[src/sha1md_pkg.sv]
// Shared types, constants and codes of the SHA-1 message digest block.
package sha1md_pkg;

    // Number of compression rounds per 64-byte block.
    localparam int unsigned ROUNDS = 80;
    localparam int unsigned ROUND_W = 7;

    // Default depth of the request queue between front and engine.
    localparam int unsigned QUEUE_DEPTH_DEFAULT = 2;

    // Byte slot at which the 64-bit length field begins.
    localparam logic [5:0] LENGTH_SLOT = 6'd56;

    // Last byte slot of a block.
    localparam logic [5:0] LAST_SLOT = 6'd63;

    // Padding marker byte.
    localparam logic [7:0] PAD_MARK = 8'h80;

    // Initial chain values.
    localparam logic [31:0] IV [5] = '{
        32'h67452301, 32'hEFCDAB89, 32'h98BADCFE, 32'h10325476, 32'hC3D2E1F0
    };

    // Round constants, one for each group of twenty rounds.
    localparam logic [31:0] K0 = 32'h5A827999;
    localparam logic [31:0] K1 = 32'h6ED9EBA1;
    localparam logic [31:0] K2 = 32'h8F1BBCDC;
    localparam logic [31:0] K3 = 32'hCA62C1D6;

    // Kind of request handed from the front to the engine.
    typedef enum logic [1:0] {
        CMD_BYTE,
        CMD_BYTE_LAST,
        CMD_END
    } cmd_kind_t;

    typedef struct packed {
        cmd_kind_t  kind;
        logic [7:0] data;
    } cmd_t;

    // Engine sequencer states.
    typedef enum logic [2:0] {
        ST_IDLE,
        ST_MARK,
        ST_ZERO,
        ST_LEN,
        ST_COMPRESS,
        ST_ADD,
        ST_OUT
    } eng_state_t;

    // Engine status seen by the top level.
    typedef struct packed {
        logic               idle;
        logic               compressing;
        logic [ROUND_W-1:0] round;
    } eng_status_t;

endpackage

[src/sha1md_front.sv]
// Front end: accepts input items, classifies them and queues requests for the engine.
module sha1md_front #(
    parameter int unsigned QUEUE_DEPTH = sha1md_pkg::QUEUE_DEPTH_DEFAULT
) (
    input  logic              aclk,
    input  logic              aresetn,
    input  logic              s_valid,
    output logic              s_ready,
    input  logic [7:0]        s_data_byte,
    input  logic              s_byte_present,
    input  logic              s_last_item,
    output logic              cmd_valid,
    input  logic              cmd_ready,
    output sha1md_pkg::cmd_t  cmd
);

    localparam int unsigned PTR_W = (QUEUE_DEPTH > 1) ? $clog2(QUEUE_DEPTH) : 1;
    localparam int unsigned CNT_W = $clog2(QUEUE_DEPTH + 1);
    localparam logic [PTR_W-1:0] PTR_LAST = PTR_W'(QUEUE_DEPTH - 1);
    localparam logic [CNT_W-1:0] CNT_FULL = CNT_W'(QUEUE_DEPTH);

    sha1md_pkg::cmd_t  queue_reg [QUEUE_DEPTH];
    logic [PTR_W-1:0]  wr_ptr_reg, wr_ptr_next;
    logic [PTR_W-1:0]  rd_ptr_reg, rd_ptr_next;
    logic [CNT_W-1:0]  count_reg, count_next;
    sha1md_pkg::cmd_t  cmd_new;
    logic              push;
    logic              pop;

    // Classify the item; an empty item that does not end the message is dropped.
    always_comb begin
        cmd_new.data = s_data_byte;
        if (s_byte_present && s_last_item) begin
            cmd_new.kind = sha1md_pkg::CMD_BYTE_LAST;
        end else if (s_byte_present) begin
            cmd_new.kind = sha1md_pkg::CMD_BYTE;
        end else begin
            cmd_new.kind = sha1md_pkg::CMD_END;
        end
    end

    assign s_ready   = (count_reg != CNT_FULL);
    assign push      = s_valid && s_ready && (s_byte_present || s_last_item);
    assign cmd_valid = (count_reg != '0);
    assign pop       = cmd_valid && cmd_ready;
    assign cmd       = queue_reg[rd_ptr_reg];

    // Pointer and fill count updates.
    always_comb begin
        wr_ptr_next = wr_ptr_reg;
        rd_ptr_next = rd_ptr_reg;
        count_next  = count_reg;
        if (push) begin
            wr_ptr_next = (wr_ptr_reg == PTR_LAST) ? '0 : wr_ptr_reg + 1'b1;
        end
        if (pop) begin
            rd_ptr_next = (rd_ptr_reg == PTR_LAST) ? '0 : rd_ptr_reg + 1'b1;
        end
        if (push && !pop) begin
            count_next = count_reg + 1'b1;
        end else if (pop && !push) begin
            count_next = count_reg - 1'b1;
        end
    end

    always_ff @(posedge aclk) begin
        if (!aresetn) begin
            wr_ptr_reg <= '0;
            rd_ptr_reg <= '0;
            count_reg  <= '0;
        end else begin
            wr_ptr_reg <= wr_ptr_next;
            rd_ptr_reg <= rd_ptr_next;
            count_reg  <= count_next;
        end
    end

    // Queue storage needs no reset.
    always_ff @(posedge aclk) begin
        if (push) begin
            queue_reg[wr_ptr_reg] <= cmd_new;
        end
    end

endmodule

[src/sha1md_engine.sv]
// Back end: byte packing, padding, 80-round compression and digest output register.
module sha1md_engine (
    input  logic                     aclk,
    input  logic                     aresetn,
    input  logic                     cmd_valid,
    output logic                     cmd_ready,
    input  sha1md_pkg::cmd_t         cmd,
    output logic                     m_valid,
    input  logic                     m_ready,
    output logic [31:0]              m_digest_w0,
    output logic [31:0]              m_digest_w1,
    output logic [31:0]              m_digest_w2,
    output logic [31:0]              m_digest_w3,
    output logic [31:0]              m_digest_w4,
    output sha1md_pkg::eng_status_t  status
);

    localparam logic [sha1md_pkg::ROUND_W-1:0] ROUND_END =
        sha1md_pkg::ROUND_W'(sha1md_pkg::ROUNDS - 1);

    sha1md_pkg::eng_state_t state_reg, state_next;
    sha1md_pkg::eng_state_t ret_reg, ret_next;
    logic [5:0]                      pos_reg, pos_next;
    logic [63:0]                     bits_reg, bits_next;
    logic [sha1md_pkg::ROUND_W-1:0]  round_reg, round_next;
    logic [31:0]                     chain_reg [5];
    logic [31:0]                     chain_next [5];
    logic [31:0]                     work_reg [5];
    logic [31:0]                     work_next [5];
    logic [31:0]                     sched_reg [16];
    logic [31:0]                     sched_next [16];
    logic [31:0]                     out_reg [5];
    logic [31:0]                     out_next [5];
    logic                            m_valid_reg, m_valid_next;

    logic        put_en;
    logic [7:0]  put_byte;
    logic        block_full;
    logic [63:0] len_shift;
    logic [31:0] f_val;
    logic [31:0] k_val;
    logic [31:0] t_val;
    logic [31:0] w_new;

    function automatic logic [31:0] rotl5(input logic [31:0] v);
        return {v[26:0], v[31:27]};
    endfunction

    function automatic logic [31:0] rotl30(input logic [31:0] v);
        return {v[1:0], v[31:2]};
    endfunction

    function automatic logic [31:0] rotl1(input logic [31:0] v);
        return {v[30:0], v[31]};
    endfunction

    assign cmd_ready  = (state_reg == sha1md_pkg::ST_IDLE);
    assign block_full = (pos_reg == sha1md_pkg::LAST_SLOT);

    // Length byte for the current slot, most significant byte first.
    assign len_shift = bits_reg >> {3'(~pos_reg[2:0]), 3'b000};

    // Round function and constant for the current round group.
    always_comb begin
        if (round_reg < 7'd20) begin
            f_val = (work_reg[1] & work_reg[2]) | (~work_reg[1] & work_reg[3]);
            k_val = sha1md_pkg::K0;
        end else if (round_reg < 7'd40) begin
            f_val = work_reg[1] ^ work_reg[2] ^ work_reg[3];
            k_val = sha1md_pkg::K1;
        end else if (round_reg < 7'd60) begin
            f_val = (work_reg[1] & work_reg[2]) | (work_reg[1] & work_reg[3])
                  | (work_reg[2] & work_reg[3]);
            k_val = sha1md_pkg::K2;
        end else begin
            f_val = work_reg[1] ^ work_reg[2] ^ work_reg[3];
            k_val = sha1md_pkg::K3;
        end
        t_val = rotl5(work_reg[0]) + f_val + work_reg[4] + k_val + sched_reg[0];
        w_new = rotl1(sched_reg[13] ^ sched_reg[8] ^ sched_reg[2] ^ sched_reg[0]);
    end

    // Sequencer: next state and datapath control.
    always_comb begin
        state_next   = state_reg;
        ret_next     = ret_reg;
        pos_next     = pos_reg;
        bits_next    = bits_reg;
        round_next   = round_reg;
        m_valid_next = m_valid_reg;
        put_en       = 1'b0;
        put_byte     = cmd.data;
        chain_next   = chain_reg;
        work_next    = work_reg;
        sched_next   = sched_reg;
        out_next     = out_reg;

        if (m_valid_reg && m_ready) begin
            m_valid_next = 1'b0;
        end

        unique case (state_reg)
            sha1md_pkg::ST_IDLE: begin
                if (cmd_valid) begin
                    unique case (cmd.kind)
                        sha1md_pkg::CMD_BYTE: begin
                            put_en     = 1'b1;
                            bits_next  = bits_reg + 64'd8;
                            ret_next   = sha1md_pkg::ST_IDLE;
                            state_next = block_full ? sha1md_pkg::ST_COMPRESS
                                                    : sha1md_pkg::ST_IDLE;
                        end
                        sha1md_pkg::CMD_BYTE_LAST: begin
                            put_en     = 1'b1;
                            bits_next  = bits_reg + 64'd8;
                            ret_next   = sha1md_pkg::ST_MARK;
                            state_next = block_full ? sha1md_pkg::ST_COMPRESS
                                                    : sha1md_pkg::ST_MARK;
                        end
                        sha1md_pkg::CMD_END: begin
                            state_next = sha1md_pkg::ST_MARK;
                        end
                        default: begin
                            state_next = sha1md_pkg::ST_IDLE;
                        end
                    endcase
                end
            end
            sha1md_pkg::ST_MARK: begin
                put_en     = 1'b1;
                put_byte   = sha1md_pkg::PAD_MARK;
                ret_next   = sha1md_pkg::ST_ZERO;
                state_next = block_full ? sha1md_pkg::ST_COMPRESS : sha1md_pkg::ST_ZERO;
            end
            sha1md_pkg::ST_ZERO: begin
                if (pos_reg == sha1md_pkg::LENGTH_SLOT) begin
                    state_next = sha1md_pkg::ST_LEN;
                end else begin
                    put_en     = 1'b1;
                    put_byte   = 8'h00;
                    ret_next   = sha1md_pkg::ST_ZERO;
                    state_next = block_full ? sha1md_pkg::ST_COMPRESS
                                            : sha1md_pkg::ST_ZERO;
                end
            end
            sha1md_pkg::ST_LEN: begin
                put_en     = 1'b1;
                put_byte   = len_shift[7:0];
                ret_next   = sha1md_pkg::ST_OUT;
                state_next = block_full ? sha1md_pkg::ST_COMPRESS : sha1md_pkg::ST_LEN;
            end
            sha1md_pkg::ST_COMPRESS: begin
                work_next[0] = t_val;
                work_next[1] = work_reg[0];
                work_next[2] = rotl30(work_reg[1]);
                work_next[3] = work_reg[2];
                work_next[4] = work_reg[3];
                for (int i = 0; i < 15; i++) begin
                    sched_next[i] = sched_reg[i+1];
                end
                sched_next[15] = w_new;
                if (round_reg == ROUND_END) begin
                    round_next = '0;
                    state_next = sha1md_pkg::ST_ADD;
                end else begin
                    round_next = round_reg + 1'b1;
                end
            end
            sha1md_pkg::ST_ADD: begin
                for (int i = 0; i < 5; i++) begin
                    chain_next[i] = chain_reg[i] + work_reg[i];
                end
                state_next = ret_reg;
            end
            sha1md_pkg::ST_OUT: begin
                // Wait until the output register is free, then re-arm.
                if (!m_valid_reg || m_ready) begin
                    out_next     = chain_reg;
                    m_valid_next = 1'b1;
                    chain_next   = sha1md_pkg::IV;
                    bits_next    = '0;
                    state_next   = sha1md_pkg::ST_IDLE;
                end
            end
            default: begin
                state_next = sha1md_pkg::ST_IDLE;
            end
        endcase

        // Shift one byte into the block line; a full block starts compression.
        if (put_en) begin
            for (int i = 0; i < 15; i++) begin
                sched_next[i] = {sched_reg[i][23:0], sched_reg[i+1][31:24]};
            end
            sched_next[15] = {sched_reg[15][23:0], put_byte};
            pos_next       = pos_reg + 1'b1;
            if (block_full) begin
                work_next  = chain_reg;
                round_next = '0;
            end
        end
    end

    // Control registers.
    always_ff @(posedge aclk) begin
        if (!aresetn) begin
            state_reg   <= sha1md_pkg::ST_IDLE;
            ret_reg     <= sha1md_pkg::ST_IDLE;
            pos_reg     <= '0;
            bits_reg    <= '0;
            round_reg   <= '0;
            m_valid_reg <= 1'b0;
            chain_reg   <= sha1md_pkg::IV;
        end else begin
            state_reg   <= state_next;
            ret_reg     <= ret_next;
            pos_reg     <= pos_next;
            bits_reg    <= bits_next;
            round_reg   <= round_next;
            m_valid_reg <= m_valid_next;
            chain_reg   <= chain_next;
        end
    end

    // Datapath registers need no reset.
    always_ff @(posedge aclk) begin
        work_reg  <= work_next;
        sched_reg <= sched_next;
        out_reg   <= out_next;
    end

    assign m_valid     = m_valid_reg;
    assign m_digest_w0 = out_reg[0];
    assign m_digest_w1 = out_reg[1];
    assign m_digest_w2 = out_reg[2];
    assign m_digest_w3 = out_reg[3];
    assign m_digest_w4 = out_reg[4];

    assign status.idle        = (state_reg == sha1md_pkg::ST_IDLE);
    assign status.compressing = (state_reg == sha1md_pkg::ST_COMPRESS);
    assign status.round       = round_reg;

endmodule

[src/sha1_message_digest_top.sv]
// SHA-1 digest of a byte stream, one byte per request, with the digest given on the last request.
// Throughput: one byte a cycle into the engine while it is idle; a full block stalls intake for the
// 80 rounds of the single round unit and the chain add.
// After the engine takes an end request it writes the mark, the zero fill and the eight length
// bytes, runs one or two compressions and then loads the output register.
// Reset (aresetn, synchronous, active low) empties the queue and loads the initial chain at once.
module sha1_message_digest_top #(
    parameter int unsigned QUEUE_DEPTH = sha1md_pkg::QUEUE_DEPTH_DEFAULT
) (
    input  logic        aclk,
    input  logic        aresetn,
    input  logic        s_valid,
    output logic        s_ready,
    input  logic [7:0]  s_data_byte,
    input  logic        s_byte_present,
    input  logic        s_last_item,
    output logic        m_valid,
    input  logic        m_ready,
    output logic [31:0] m_digest_w0,
    output logic [31:0] m_digest_w1,
    output logic [31:0] m_digest_w2,
    output logic [31:0] m_digest_w3,
    output logic [31:0] m_digest_w4
);

    logic                     cmd_valid;
    logic                     cmd_ready;
    sha1md_pkg::cmd_t         cmd;
    sha1md_pkg::eng_status_t  status;

    // Front end with the request queue.
    sha1md_front #(
        .QUEUE_DEPTH (QUEUE_DEPTH)
    ) u_front (
        .aclk           (aclk),
        .aresetn        (aresetn),
        .s_valid        (s_valid),
        .s_ready        (s_ready),
        .s_data_byte    (s_data_byte),
        .s_byte_present (s_byte_present),
        .s_last_item    (s_last_item),
        .cmd_valid      (cmd_valid),
        .cmd_ready      (cmd_ready),
        .cmd            (cmd)
    );

    // Compression engine and output register.
    sha1md_engine u_engine (
        .aclk        (aclk),
        .aresetn     (aresetn),
        .cmd_valid   (cmd_valid),
        .cmd_ready   (cmd_ready),
        .cmd         (cmd),
        .m_valid     (m_valid),
        .m_ready     (m_ready),
        .m_digest_w0 (m_digest_w0),
        .m_digest_w1 (m_digest_w1),
        .m_digest_w2 (m_digest_w2),
        .m_digest_w3 (m_digest_w3),
        .m_digest_w4 (m_digest_w4),
        .status      (status)
    );

    // A full queue always has a request waiting for the engine.
    assert property (@(posedge aclk) disable iff (!aresetn) !s_ready |-> cmd_valid)
        else $error("queue full but no request offered to the engine");

    // Rounds run back to back inside one compression.
    assert property (@(posedge aclk) disable iff (!aresetn)
        (status.compressing && status.round != '0) |-> $past(status.compressing))
        else $error("compression round counter advanced outside a compression");

    // The round counter rests at zero outside a compression.
    assert property (@(posedge aclk) disable iff (!aresetn)
        !status.compressing |-> (status.round == '0))
        else $error("round counter not at zero between compressions");

    // A digest request is raised only from the output step, never while taking requests.
    assert property (@(posedge aclk) disable iff (!aresetn)
        $rose(m_valid) |-> !$past(cmd_ready))
        else $error("digest raised while the engine was taking requests");

endmodule
[config.mk]
export PLATFORM = sky130hd
export DESIGN_NAME = sha1_message_digest_top
export DESIGN_NICKNAME = d
export VERILOG_FILES = /design/src/sha1md_pkg.sv /design/src/sha1md_front.sv /design/src/sha1md_engine.sv /design/src/sha1_message_digest_top.sv
export SDC_FILE = /design/constraint.sdc
export NUM_CORES = 2
export LEC_CHECK = 0
export BUFFER_PORTS_ARGS = -buffer_cell sky130_fd_sc_hd__buf_2
export CELL_PAD_IN_SITES_DETAIL_PLACEMENT = 1
export CELL_PAD_IN_SITES_GLOBAL_PLACEMENT = 1
export CORE_MARGIN = 8
export CORE_UTILIZATION = 49
export CTS_BUF_LIST = sky130_fd_sc_hd__clkbuf_8
export CTS_CLUSTER_DIAMETER = 50
export DETAILED_ROUTE_END_ITERATION = 7
export PLACE_DENSITY = 0.91
export SLEW_MARGIN = 20
export SYNTH_ARGS = -nofsm -noshare
export SYNTH_HDL_FRONTEND = slang
export SYNTH_SLANG_ARGS = --single-unit
[constraint.sdc]
create_clock -name aclk -period 15.7 [get_ports aclk]
set_input_delay 1.57 -clock aclk [delete_from_list [all_inputs] [get_ports aclk]]
set_output_delay 1.57 -clock aclk [all_outputs]
set_load 0.01 [all_outputs]
== After elaboration in Yosys (flattened, before gate mapping) ==
Memories as Yosys holds them, arrays and structs flattened. A register that Yosys moved wholly into a read port is not among the register bits.
Index checks and enable logic that the tools add are counted.

* Input port bits: 14
* Bits in writable memories: 20
* Word-level logic and storage cells: 174
* Memories kept: 1
* Flip-flop bits (word level): 1080
* Output and inout bits: 162

{| class="wikitable"
|+ Memories
! name !! words !! width !! read ports !! clocked after Yosys merged registers in !! write ports !! RTL line !! text
|-
| u_front.queue_reg || 2 || 10 || 1 || 1 || 1 || sha1md_front.sv:22 || <nowiki>sha1md_pkg::cmd_t queue_reg [QUEUE_DEPTH];</nowiki>
|}

* $lt $le $gt $ge: 3
* Add/sub/neg operators: 16
* Shifts and indexed selects: 1
* Multiplexer cells: 54
* Equal/unequal tests: 18
* Bitwise operators: 14
* Reduce and logical (&&, ||, !) cells: 27

{| class="wikitable"
|+ Operators by type and width
! cell !! count
|-
| 512-bit two-way mux || 2
|-
| 160-bit two-way mux || 4
|-
| 160-bit case mux with 2 select lines || 1
|-
| 32-bit adder || 9
|-
| 64-bit two-way mux || 3
|-
| 32-bit two-way mux || 5
|-
| 32-bit XOR || 5
|-
| 32-bit bitwise AND || 4
|-
| 64-bit case mux with 2 select lines || 1
|-
| 32-bit OR || 3
|-
| 64-bit by 4-bit adder with 64-bit output, second input constant || 1
|-
| 64-bit by 6-bit right shift with 8-bit output || 1
|-
| 32-bit inverter || 1
|-
| 31-bit two-way mux || 1
|-
| 3-bit two-way mux || 10
|-
| 7-bit two-way mux || 4
|-
| 8-bit case mux with 3 select lines || 1
|-
| 3-bit case mux with 7 select lines || 1
|-
| 7-bit by 6-bit < comparator with 1-bit output, second input constant || 2
|-
| 6-bit equality test, second input constant || 2
|-
| 1-bit two-way mux || 12
|-
| 3-bit case mux with 4 select lines || 1
|-
| 2-bit nonzero test || 5
|-
| 3-bit equality test, second input constant || 3
|-
| 30 further kinds || 51
|}

== Depth between registers and ports, before layout ==
* Depth after elaboration: 13
* Depth in mapped cells: 28
* Gate-level depth less buffers: 26

== Hierarchy ==
From an unflattened synthesis, not the netlist that was laid out.

* Cells, all modules: 5994
* Area total of the unflattened synthesis: 56558.0 µm²

{| class="wikitable"
|+ By module, submodules not included
! module !! seq. area each (µm²) !! area each (µm²) !! cells each !! instances
|-
| sha1md_engine || 28207.1 || 55592.1 || 5935 || 1
|-
| sha1md_front || 700.7 || 965.9 || 59 || 1
|}

== Worst setup path after synthesis ==
OpenSTA, ideal clock, no wires.

* Path type: reg2reg
* From: reg u_engine.pos_reg[0]
* To: reg u_engine.sched_reg[0] (netlist bit), enable pin
* Setup slack: 1.425 ns
* Library setup time: 3.642 ns
* Clock period less this slack: 14.275 ns
* Cell stages (with the launch flop): 12
* Arrival: 10.633 ns
* Buffers on the path: 4
* Required time: 12.058 ns
* Cell sequence: dfxtp_1 -> clkbuf_1 -> clkbuf_1 -> inv_1 -> ha_1 -> nand3b_1 -> a21oi_1 -> nor2_1 -> a21oi_1 -> clkbuf_1 -> clkbuf_1 -> nand2_1

* Longest elaborated chain between the ends: 4

{| class="wikitable"
|+ RTL lines
! what !! RTL line !! text
|-
| start, declared || sha1md_engine.sv:23 || <nowiki>logic [5:0] pos_reg, pos_next;</nowiki>
|-
| start signal, assigned || sha1md_engine.sv:217 || <nowiki>pos_reg <= pos_next;</nowiki>
|-
| 6-bit equality test || sha1md_engine.sv:136 || <nowiki>if (pos_reg == sha1md_pkg::LENGTH_SLOT) begin</nowiki>
|-
| 1-bit two-way mux || sha1md_engine.sv:136 ||
|-
| 1-bit case mux with 3 select lines || sha1md_engine.sv:102 || <nowiki>unique case (state_reg)</nowiki>
|-
| 2-bit nonzero test (no source line) || -- ||
|-
| end signal, assigned || sha1md_engine.sv:228 || <nowiki>sched_reg <= sched_next;</nowiki>
|-
| end, declared || sha1md_engine.sv:30 || <nowiki>logic [31:0] sched_reg [16];</nowiki>
|}

Every way passes these cells.
A chain may end at the register's enable or synchronous reset.

==> results by stage <==
Run status:
- The run finished with clean final reports.

Final layout:
- The register with the most flip-flops in the layout has between 500 and 600 of them.
- From synthesis to final layout, the design area changed by 10.4%.
- The number of nets in the layout is ~6500.
- The number of cells in the finished layout apart from fillers is between 7000 and 8000.
- The top cell types in the final layout, fill and taps aside, are sky130_fd_sc_hd__nand2_1 (1934), sky130_fd_sc_hd__edfxtp_1 (692), sky130_fd_sc_hd__dfxtp_1 (406).
- Leaving out fill and tap cells, the most frequent cell in the layout is sky130_fd_sc_hd__nand2_1.
- In the final layout, the share of cells above drive strength 1 is 0.0851.

Clock tree:
- The buffer type at the clock tree root is sky130_fd_sc_hd__clkbuf_8.
- After clock tree synthesis, the flow added hold-fix buffers numbering 0.
- The number of cells upsized or downsized after cts is 0.
- The clock tree synthesis step divided the H-tree into 4 levels.
- Counting along the longest clock path gives a buffer depth of 3.
- For the worst-skew pair, the clock arrives at the later sink with an insertion delay of between 0.9 and 1 ns.
- The number of post-CTS setup repair buffers is 0.
- TritonCTS created roughly 190 clock buffers.
- Clock-pin slew was measured on the worst setup and hold paths at 0.06 ns.
- TritonCTS built the clock tree.
- The number of clock sinks seen by CTS is roughly 1100.

Timing:
- The worst pin sits at a relative slew slack of 0.160.
- At the pin with the least slew margin, the transition time is between 1 and 1.5 ns.
- Dividing the final minimum period by the clock period gives 0.444.
- The clock period could shrink to roughly 7.0 ns.
- After routing, the total negative slack on setup checks comes to 0 ns.
- For this run, the top clock speed supported by timing is roughly 140 MHz.
- Setup violations remaining at the end of the flow were counted as 0.
- Setup repair after global routing left no endpoint under its margin.
- The final-report hold violation count is 0.
- Across all setup checks in the final design, the least slack found is 8.73 ns.
- On the final layout, the worst clock skew is about 0.063 ns.
- The max-slew violation count was 0.

Logic synthesis:
- Yosys printed 0 warnings.
- The post-synthesis average cell area is 9.43 µm².
- After technology mapping, the gate count stands at ~6000.
- Counting flops and latches in the post-synthesis netlist gives approximately 1100.
- After synthesis, the cell types taking the most area are sky130_fd_sc_hd__edfxtp_1 (37%), sky130_fd_sc_hd__dfxtp_1 (14%), sky130_fd_sc_hd__nand2_1 (13%).
- The number of enable flip-flop cells after synthesis is roughly 690.
- The biggest area contributor in the post-synthesis netlist is sky130_fd_sc_hd__edfxtp_1.
- The top cell type's share of synthesized area is 0.366.
- Synthesis produced a netlist with a net count of between 6000 and 7000.
- Of all flip-flops after synthesis, the portion carrying an async set or reset was 0.
- The cell area after synthesis is approximately 57000 µm².
- The top flip-flop cell by instance count after synthesis is sky130_fd_sc_hd__edfxtp_1.
- Of the synthesized area, sequential elements account for 0.510.
- Counting distinct cell types in the post-synthesis netlist gives 90.

Critical path:
- The type of the worst setup path is reg2reg.
- The most frequent cell on the critical path is sky130_fd_sc_hd__fa_1.
- The library cell contributing the largest single delay on the critical path is sky130_fd_sc_hd__or4b_4.
- The category of the worst setup path launch point is a register.
- The count of buffering cells on the critical path with inverters included is 5.
- The signal arrival time at the worst endpoint is 7.81 ns.
- The maximum single-stage delay on the critical path is 0.54 ns.
- The family of cells with the greatest summed delay on the critical path is compound AO/OA/AOI/OAI gates.
- The required time of the worst setup path is approximately 17 ns.
- STA classifies the critical path endpoint as a register.
- Of all nets on the critical path, the largest fanout is 35.

Power and ir drop:
- Power spread over the standard cell area amounts to between 200 and 250 nW/µm².
- The worst-case IR drop observed on VDD is between 0.3 and 0.4 mV.
- The internal portion of the total power is 7720 µW.
- The fraction of power consumed by the clock network is 0.192.
- For this design the static power due to leakage is ~0.027 µW.
- Of the total power, combinational logic draws 0.405.
- Of the total power, the share spent switching nets is 0.429.
- The portion of total power attributed to sequential cells is 0.403.
- The net switching power is 5800 µW.

Placement:
- The final estimated routing congestion in global placement is about 0.96.
- The cell total after placement is around 7500.
- The number of I/O port buffers is roughly 180.
- Detailed placement finished with a half-perimeter wire length of about 130000 µm.
- OpenSTA, run right after detailed placement, puts the worst setup slack at just under 9 ns.

Floorplanning:
- In this run the standard cell core region covers 116000 µm².
- The initial core utilization is 0.491.
- The die area is between 100000 and 150000 µm².
- During I/O placement, the number of pins put on the boundary was roughly 180.
- Row generation in the floorplan step produced ~130 rows.
- The die width is approximately 360 µm.
- The vertical extent of the die is between 300 and 400 µm.

Global routing:
- The first global-routing pass estimated roughly 290000 µm of wire.
- The initial antenna violation count is 4.
- After global routing the overflow that remains totals 0.
- The global router's overall resource usage is 0.287.
- For met3 alone, demand over resource in global routing was 0.0537.
- The met2 capacity usage during global routing is 0.485.
- Entering global routing, the biggest net connects around 260 pins.
- The via count of the first global-routing pass was between 40000 and 50000.
- After global routing, the most crowded layer is met2.
- For met1 alone, demand over resource in global routing was 0.337.

Detailed routing:
- The final layout contains routed wiring with a total length of 187000 µm.
- In this run, the number of DRC markers left after iteration 0 of detailed routing was between 4000 and 5000.
- The first detailed-routing pass took 6 iterations.
- After detailed routing, the number of vias per cell comes to approximately 5.9.
- For this run, design rule violations remaining after detail routing come to 0.
- The count of antenna-violating nets left after detailed routing is 0.
- The average wire per standard cell is between 20 and 25 µm.
- The vias after detailed routing is about 47000.

Min path:
- The path class of the tightest hold or removal check is reg2reg.

Flow run:
- The number of maximum-capacitance constraint violations is 0.
[per-layer routing]
metal / wire length (µm) / vias up / part of all wire
li1: - / 20776 / -
met1: 71300 / 23294 / 0.38
met2: 90200 / 1854 / 0.48
met3: 13000 / 614 / 0.069
met4: 12800 / 0 / 0.068
met5: 0 / - / 0
[synth_stat cells (all sizes together), types with 105 or more instances]
library cell / instances
o21ai: 226
nor2: 399
xnor2: 202
a21oi: 238
fa: 124
a31oi: 154
nand2: 1940
edfxtp: 692
dfxtp: 406
ha: 225
clkbuf: 246
xor2: 105
inv: 236
[worst reg2reg max path: cells and delay by family, from the launching register on]
kind                       cells  cell delay, ns
buffers and inverters          5            0.99
and+or+nand+nor                4            1.04
AOI/OAI and AO/OA             11            2.56
DFF                            1            0.48
adders and majority gates      5            1.84
[logic make-up (layout without fill, tap and decap cells)]
| logic type | count (synthesis) | count (layout) | share of synthesized area |
|---|---|---|---|
| compound gates | 989 | 989 | 0.110 |
| xor+xnor | 307 | 307 | 0.0474 |
| fa+ha+maj | 349 | 349 | 0.0934 |
| buf+inv | 509 | 805 | 0.0340 |
| flops | 1098 | 1098 | 0.510 |
| mux | 40 | 40 | 0.00993 |
| other cells | 0 | 8 | 0 |
| simple gates | 2721 | 2721 | 0.195 |
[power by group through the flow]
stage	Combinational (µW)	Clock, µW	Sequential (µW)
after floorplan	3750	0	5400
after global placement	4970	0	5380
after detailed placement	5310	0	5460
after CTS	5450	2620	5430
after global routing	6050	2730	5520
final	5470	2590	5450
[through the flow]
stage	power [µW]	utilization	instance area [µm²]	hold WS, ns
final	13500	0.542	62600	0.480
after global routing	14300	0.542	62600	0.514
after CTS	13500	0.541	62600	0.490
after detailed placement	10800	0.510	58900	0.481
after global placement	10400	0.510	58900	0.458
after floorplan	9150	-	56700	0.408
[final timing paths]
check | slack, ns | depth (start not counted) | startpoint | to
setup / recovery | 8.73 | 25 | u_engine.round_reg[4] | u_engine.work_reg[157]
hold / removal | 0.48 | 0 | u_engine.chain_reg[91] | u_engine.m_digest_w2[27]
setup reg to reg | 8.73 | 25 | u_engine.round_reg[4] | u_engine.work_reg[157]
hold reg to reg | 0.48 | 0 | u_engine.chain_reg[91] | u_engine.m_digest_w2[27]
[layout make-up]
type	instances	area, µm²
Timing Repair Buffer	220	1280
Fill cell	13073	52900
Antenna cell	8	20.0
Inverter	237	897
Clock inverter	152	966
Clock buffer	196	2700
Multi-Input combinational cell	4406	26000
Sequential cell	1098	28900
Tap cell	1524	1910
Power figures use the tool's default switching activity.
